## src/design/fdpa_pkg.sv

```systemverilog
// Package for the float32 dual-path adder: field constants and a 25-bit
// leading-zero count. No dependencies.
package fdpa_pkg;

   localparam logic [23:0] HIDDEN_BIT = 24'h800000;
   localparam int unsigned NEAR_W = 25;

   // Leading zeros of a 25-bit value; 25 when zero.
   function automatic logic [4:0] lzc25(input logic [24:0] v);
      logic [4:0] c;
      logic       found;
      c = 5'd25;
      found = 1'b0;
      for (int i = 24; i >= 0; i--) begin
         if (!found && v[i]) begin
            c = 5'(24 - i);
            found = 1'b1;
         end
      end
      return c;
   endfunction

endpackage

```

## src/design/float32_dual_path_adder_unit.sv

```systemverilog
// Float32 dual-path truncating adder, top level with input and result
// registers. Depends on fdpa_pkg and fdpa_core.
//
// Usage:
//   req_ channel carries {operand_b, operand_a} in req_tdata.
//   rsp_ channel carries sum_word in rsp_tdata.
//   An accepted transfer reaches rsp_ through two register stages in
//   order: input register, then result register.
//   Throughput: one item per cycle; both stages advance whenever the
//   result register is empty or being emptied.
//   A stalled receiver holds the result register; the input stage keeps
//   accepting until both stages are full, then req_tready drops.
//   Reset clears both valid flags; no item is in flight afterwards.
//   The adder itself is one pass of combinational logic between the
//   two registers; nothing is kept from one item to the next.
module float32_dual_path_adder_unit
   import fdpa_pkg::*;
(
   input  logic        clock,
   input  logic        reset,
   input  logic        req_tvalid,
   output logic        req_tready,
   input  logic [63:0] req_tdata,   // [31:0] operand_a, [63:32] operand_b
   output logic        rsp_tvalid,
   input  logic        rsp_tready,
   output logic [31:0] rsp_tdata    // [31:0] sum_word
);

   logic        in_vld_ff, in_vld_in, out_vld_ff, out_vld_in;
   logic [63:0] in_data_ff;
   logic [31:0] out_data_ff, sum;
   logic        out_adv, in_adv;

   fdpa_core u_core (
      .operand_a (in_data_ff[31:0]),
      .operand_b (in_data_ff[63:32]),
      .sum_word  (sum)
   );

   // stage advance control
   assign out_adv    = !out_vld_ff || rsp_tready;
   assign in_adv     = !in_vld_ff || out_adv;
   assign req_tready = in_adv;
   assign in_vld_in  = in_adv ? req_tvalid : in_vld_ff;
   assign out_vld_in = out_adv ? in_vld_ff : out_vld_ff;

   always_ff @(posedge clock) begin
      if (reset) begin
         in_vld_ff  <= 1'b0;
         out_vld_ff <= 1'b0;
      end else begin
         in_vld_ff  <= in_vld_in;
         out_vld_ff <= out_vld_in;
      end
   end

   // payload registers
   always_ff @(posedge clock) begin
      if (in_adv) in_data_ff <= req_tdata;
      if (out_adv) out_data_ff <= sum;
   end

   assign rsp_tvalid = out_vld_ff;
   assign rsp_tdata  = out_data_ff;

endmodule

```

## src/design/fdpa_core.sv

```systemverilog
// Combinational sum of two single-precision words, truncated.
// Depends on fdpa_pkg.
module fdpa_core
   import fdpa_pkg::*;
(
   input  logic [31:0] operand_a,
   input  logic [31:0] operand_b,
   output logic [31:0] sum_word
);

   logic        sa, sb, sgn, sub;
   logic [7:0]  ea, eb, diff, big_e, ex;
   logic [22:0] fa, fb, big_f, hi_f, lo_f;
   logic [23:0] small_src, small_al, far_sub;
   logic [24:0] lo_sh, near_d, near_sh, far_add;
   logic [4:0]  cnt;

   always_comb begin
      sa = operand_a[31];
      sb = operand_b[31];
      ea = operand_a[30:23];
      eb = operand_b[30:23];
      fa = operand_a[22:0];
      fb = operand_b[22:0];
      sub = sa ^ sb;

      // alignment of the smaller-exponent operand
      if (ea > eb) begin
         diff = ea - eb; big_e = ea; big_f = fa; small_src = HIDDEN_BIT | {1'b0, fb};
      end else begin
         diff = eb - ea; big_e = eb; big_f = fb; small_src = HIDDEN_BIT | {1'b0, fa};
      end
      small_al = (diff < 8'd24) ? (small_src >> diff) : 24'd0;

      // sign from larger magnitude, ties to operand_b
      if (operand_a[30:0] > operand_b[30:0]) begin
         sgn = sa; hi_f = fa; lo_f = fb;
      end else begin
         sgn = sb; hi_f = fb; lo_f = fa;
      end

      // near path
      if (ea[0] == eb[0]) lo_sh = {1'b1, lo_f, 1'b0};
      else                lo_sh = {2'b01, lo_f};
      near_d  = {1'b1, hi_f, 1'b0} - lo_sh;
      cnt     = lzc25(near_d);
      near_sh = near_d << cnt;
      if (cnt == 5'd25 || {3'd0, cnt} > big_e) ex = 8'd0;
      else ex = big_e - {3'd0, cnt};

      // far path
      far_add = {1'b0, HIDDEN_BIT | {1'b0, big_f}} + {1'b0, small_al};
      far_sub = (HIDDEN_BIT | {1'b0, big_f}) - small_al;

      if (ea == 8'd0 || eb == 8'd0)
         sum_word = {sgn, big_e, big_f};
      else if (sub && diff[7:1] == 7'd0)
         sum_word = {sgn, ex, near_sh[23:1]};
      else if (!sub) begin
         if (!far_add[24]) sum_word = {sgn, big_e, far_add[22:0]};
         else sum_word = {sgn, big_e + 8'd1, far_add[23:1]};
      end else begin
         if (far_sub[23]) sum_word = {sgn, big_e, far_sub[22:0]};
         else sum_word = {sgn, big_e - 8'd1, far_sub[21:0], 1'b0};
      end
   end

endmodule

```

## config.mk

```make
export PLATFORM = sky130hd
export DESIGN_NAME = float32_dual_path_adder_unit
export DESIGN_NICKNAME = d
export VERILOG_FILES = /design/src/design/fdpa_pkg.sv /design/src/design/float32_dual_path_adder_unit.sv /design/src/design/fdpa_core.sv
export SDC_FILE = /design/constraint.sdc
export NUM_CORES = 1
export LEC_CHECK = 0
export ABC_CLOCK_PERIOD_IN_PS = 8490
export BUFFER_PORTS_ARGS = -buffer_cell sky130_fd_sc_hd__buf_4
export CORE_MARGIN = 3
export CORE_UTILIZATION = 43
export DETAILED_ROUTE_END_ITERATION = 7
export PLACE_DENSITY_LB_ADDON = 0.2
export SLEW_MARGIN = 40
export SYNTH_ARGS = -nofsm -noshare
export SYNTH_HDL_FRONTEND = slang
export SYNTH_SLANG_ARGS = --single-unit
```

## constraint.sdc

```tcl
create_clock -name clock -period 8.49 [get_ports clock]
set_clock_uncertainty 0.15 [all_clocks]
set_input_delay 0.849 -clock clock [delete_from_list [all_inputs] [get_ports clock]]
set_output_delay 0.849 -clock clock [all_outputs]
set_load 0.02 [all_outputs]
```

==> metrics.csv <==
metric,value,unit
ir_drop,0.000150,V
synth_largest_area_cell,edfxtp_1,
ys.flop_type,edfxtp_1,
finalNonFillerCells,2425,
timing.rr.start,in_data_ff[56],
initial_core_util,0.443,
cp-endpoint,rsp_tdata[28],
critPathMaxStageDelay,550,ps
preCtsSetupSlack,-188,ps
status,"finished, final reports clean",
dp_hpwl,43500,µm
critPathTopFamily,simple AND/OR/NAND/NOR gates,
clock_path_buffers,2,
synth_area_leaders,"edfxtp_1 (20%), ha_1 (10%), a21oi_1 (7.0%)",
place_congestion,1.01,
num_io_pins,102,
htreeDepth,3,
antenna_cells,0,
path_depth,33,
grt_pass1_wl,81100,µm
placed_cell_area,15800,µm²
finalInstanceArea,16500,µm²
end_kind,flop,
worst_slack,345,ps
insertion_delay,380,ps
worstSetupStartpointType,flop,
remaining_drc_errors,0,
crit_type,reg2reg,
cpMaxStageDelayCell,or4_4,
grt_overflow,0,
antenna_found_initial,0,
routed_wl,54300,µm
grt_pass1_vias,14000,
grt_use_total,0.293,
hold_buffers,0,
ys_warn_count,0,
cts_buffers,9,
grt_max_degree,73,
crit_buf_inv,5,
viasPerCell,6.18,
ys_ff_latch,98,
wl_per_cell,22.4,µm
num_vias,15000,
crit_arrival,8120,ps
path_max_fanout,11,
netlist_instances,1883,
fillers,3123,
reg2reg_to,rsp_tdata[28],
required,8460,ps
period_needed,8150,ps
drv_slew,0,
core-area,32100,µm²
fmax,123,MHz
setup_viol,0,
ff_latch_area,2920,µm²
drt_iter0_markers,1548,
rsz0062_at_grt,true,
utilization,0.514,
yosysMostFrequentCell,nand2_1,
final_net_count,2174,
worst_pin_slew,846,ps
synth_edf_count,96,
reg2reg_depth,33,
leakagePower,6.96,nW
hold_path.class,reg2reg,
yosys-top-cells-count,"nand2_1 (218), nor2_1 (207), a21oi_1 (199)",
yosysTopAreaCellShare,0.203,
maxCapViolCount,0,
dp.cells,2389,
dr.pass1.iters,6,
drive_above_1_share,0.172,
syn_to_final_growth,16.1,%
rrSetupSlack,340,ps
hp-start,in_vld_ff,
root_buffer,clkbuf_16,
multi_input_area,10800,µm²
syn_area_per_cell,7.56,µm²
die_h,188,µm
synth_fp_nets,2072,
fin_hold_ws,426,ps
yosysUniqueCellTypes,90,
critPathLaunch,in_data_ff[56],
period_share,0.959,
clk_pin_slew,70,ps
ys_seq_area_frac,0.205,
io_buffers,101,
async_reset_ff_frac,0,
dieArea,35300,µm²
cts_tree,done,
numClockSinks,98,
powerDensity,248,nW/µm²
num_rows,65,
finalHoldViolations,0,
antenna_left,0,
die_x,188,µm
slew_headroom,0.436,
synth_area,14200,µm²
==> through the flow <==
| step | TNS (ps) | power [mW] |
|---|---|---|
| 6_report | 0 | 4.09 |
| 3_5_place_dp | -709 | 3.48 |
| 2_1_floorplan | 0 | 2.59 |
| 3_3_place_gp | 0 | 3.46 |
| 4_1_cts | 0 | 3.95 |
| 5_1_grt | -328 | 4.35 |
==> placed cells by master (no fill, tap or decap), types with 24 or more instances in the layout <==
master,count
nand3_1,39
nor3_1,39
inv_1,119
buf_4,183
xnor2_1,54
o21ai_0,111
and2_1,24
mux2i_1,88
nand2_1,213
edfxtp_1,96
ha_1,107
a211oi_1,27
nor2_1,206
mux2_2,51
a21oi_1,192
==> power breakdown <==
part           switching, mW  internal [mW]
Combinational           1.91           1.07
Clock                  0.223          0.235
Sequential            0.0384          0.616
Total                   2.17           1.93
==> flip-flops by register name, summed over array words and instances (netlist names) <==
name        cells
in_vld_ff       1
in_data_ff     64
rsp_tvalid      1
rsp_tdata      32
==> layout make-up <==
class	count	area share
Clock buffer	9	0.0136
Clock inverter	7	0.00530
Inverter	122	0.0279
Multi-Input combinational cell	1565	0.653
Sequential cell	98	0.177
Tap cell	435	0.0330
Timing Repair Buffer	189	0.0908
==> worst min-delay path by stage <==
stage,end,slack [ps],cells after the start
finish,rsp_tvalid,430,2
global route,in_data_ff[23],480,1
CTS,rsp_tvalid,390,2
detailed placement,rsp_tvalid,380,2
global placement,rsp_tvalid,380,2
floorplan,rsp_tvalid,310,2
==> repair_timing <==
| action | in CTS | in global routing |
|---|---|---|
| pin swaps | 2 | 8 |
| endpoints found under the setup margin | 8 | 31 |
| resized for setup | 4 | 43 |
| buffers inserted | 1 | 16 |
| gates cloned | 0 | 3 |
==> cells by family after synthesis <==
kind of cell	count (synthesis)	share of synthesized area
AND/OR/NAND/NOR	650	0.213
AO/OA/AOI/OAI	581	0.263
buffers and inverters	221	0.0607
multiplexers	143	0.106
adder cells (fa/ha/maj)	121	0.110
flip-flops	98	0.205
XOR/XNOR	69	0.0425
==> worst min-delay path: stages, from the launching register on <==
cell and delay (ps):
dfxtp_1 380, nor2_1 120, nor2_1 40
==> layer usage <==
metal | wire, µm | vias to the layer above | track usage | share of wire
li1 | - | 7069 | - | -
met1 | 23700 | 7066 | 0.393 | 0.44
met2 | 24000 | 727 | 0.467 | 0.44
met3 | 4270 | 123 | 0.0497 | 0.078
met4 | 2310 | 0 | 0.120 | 0.042
met5 | 0 | - | 0 | 0
No activity file was read; power rests on OpenSTA's default activity.
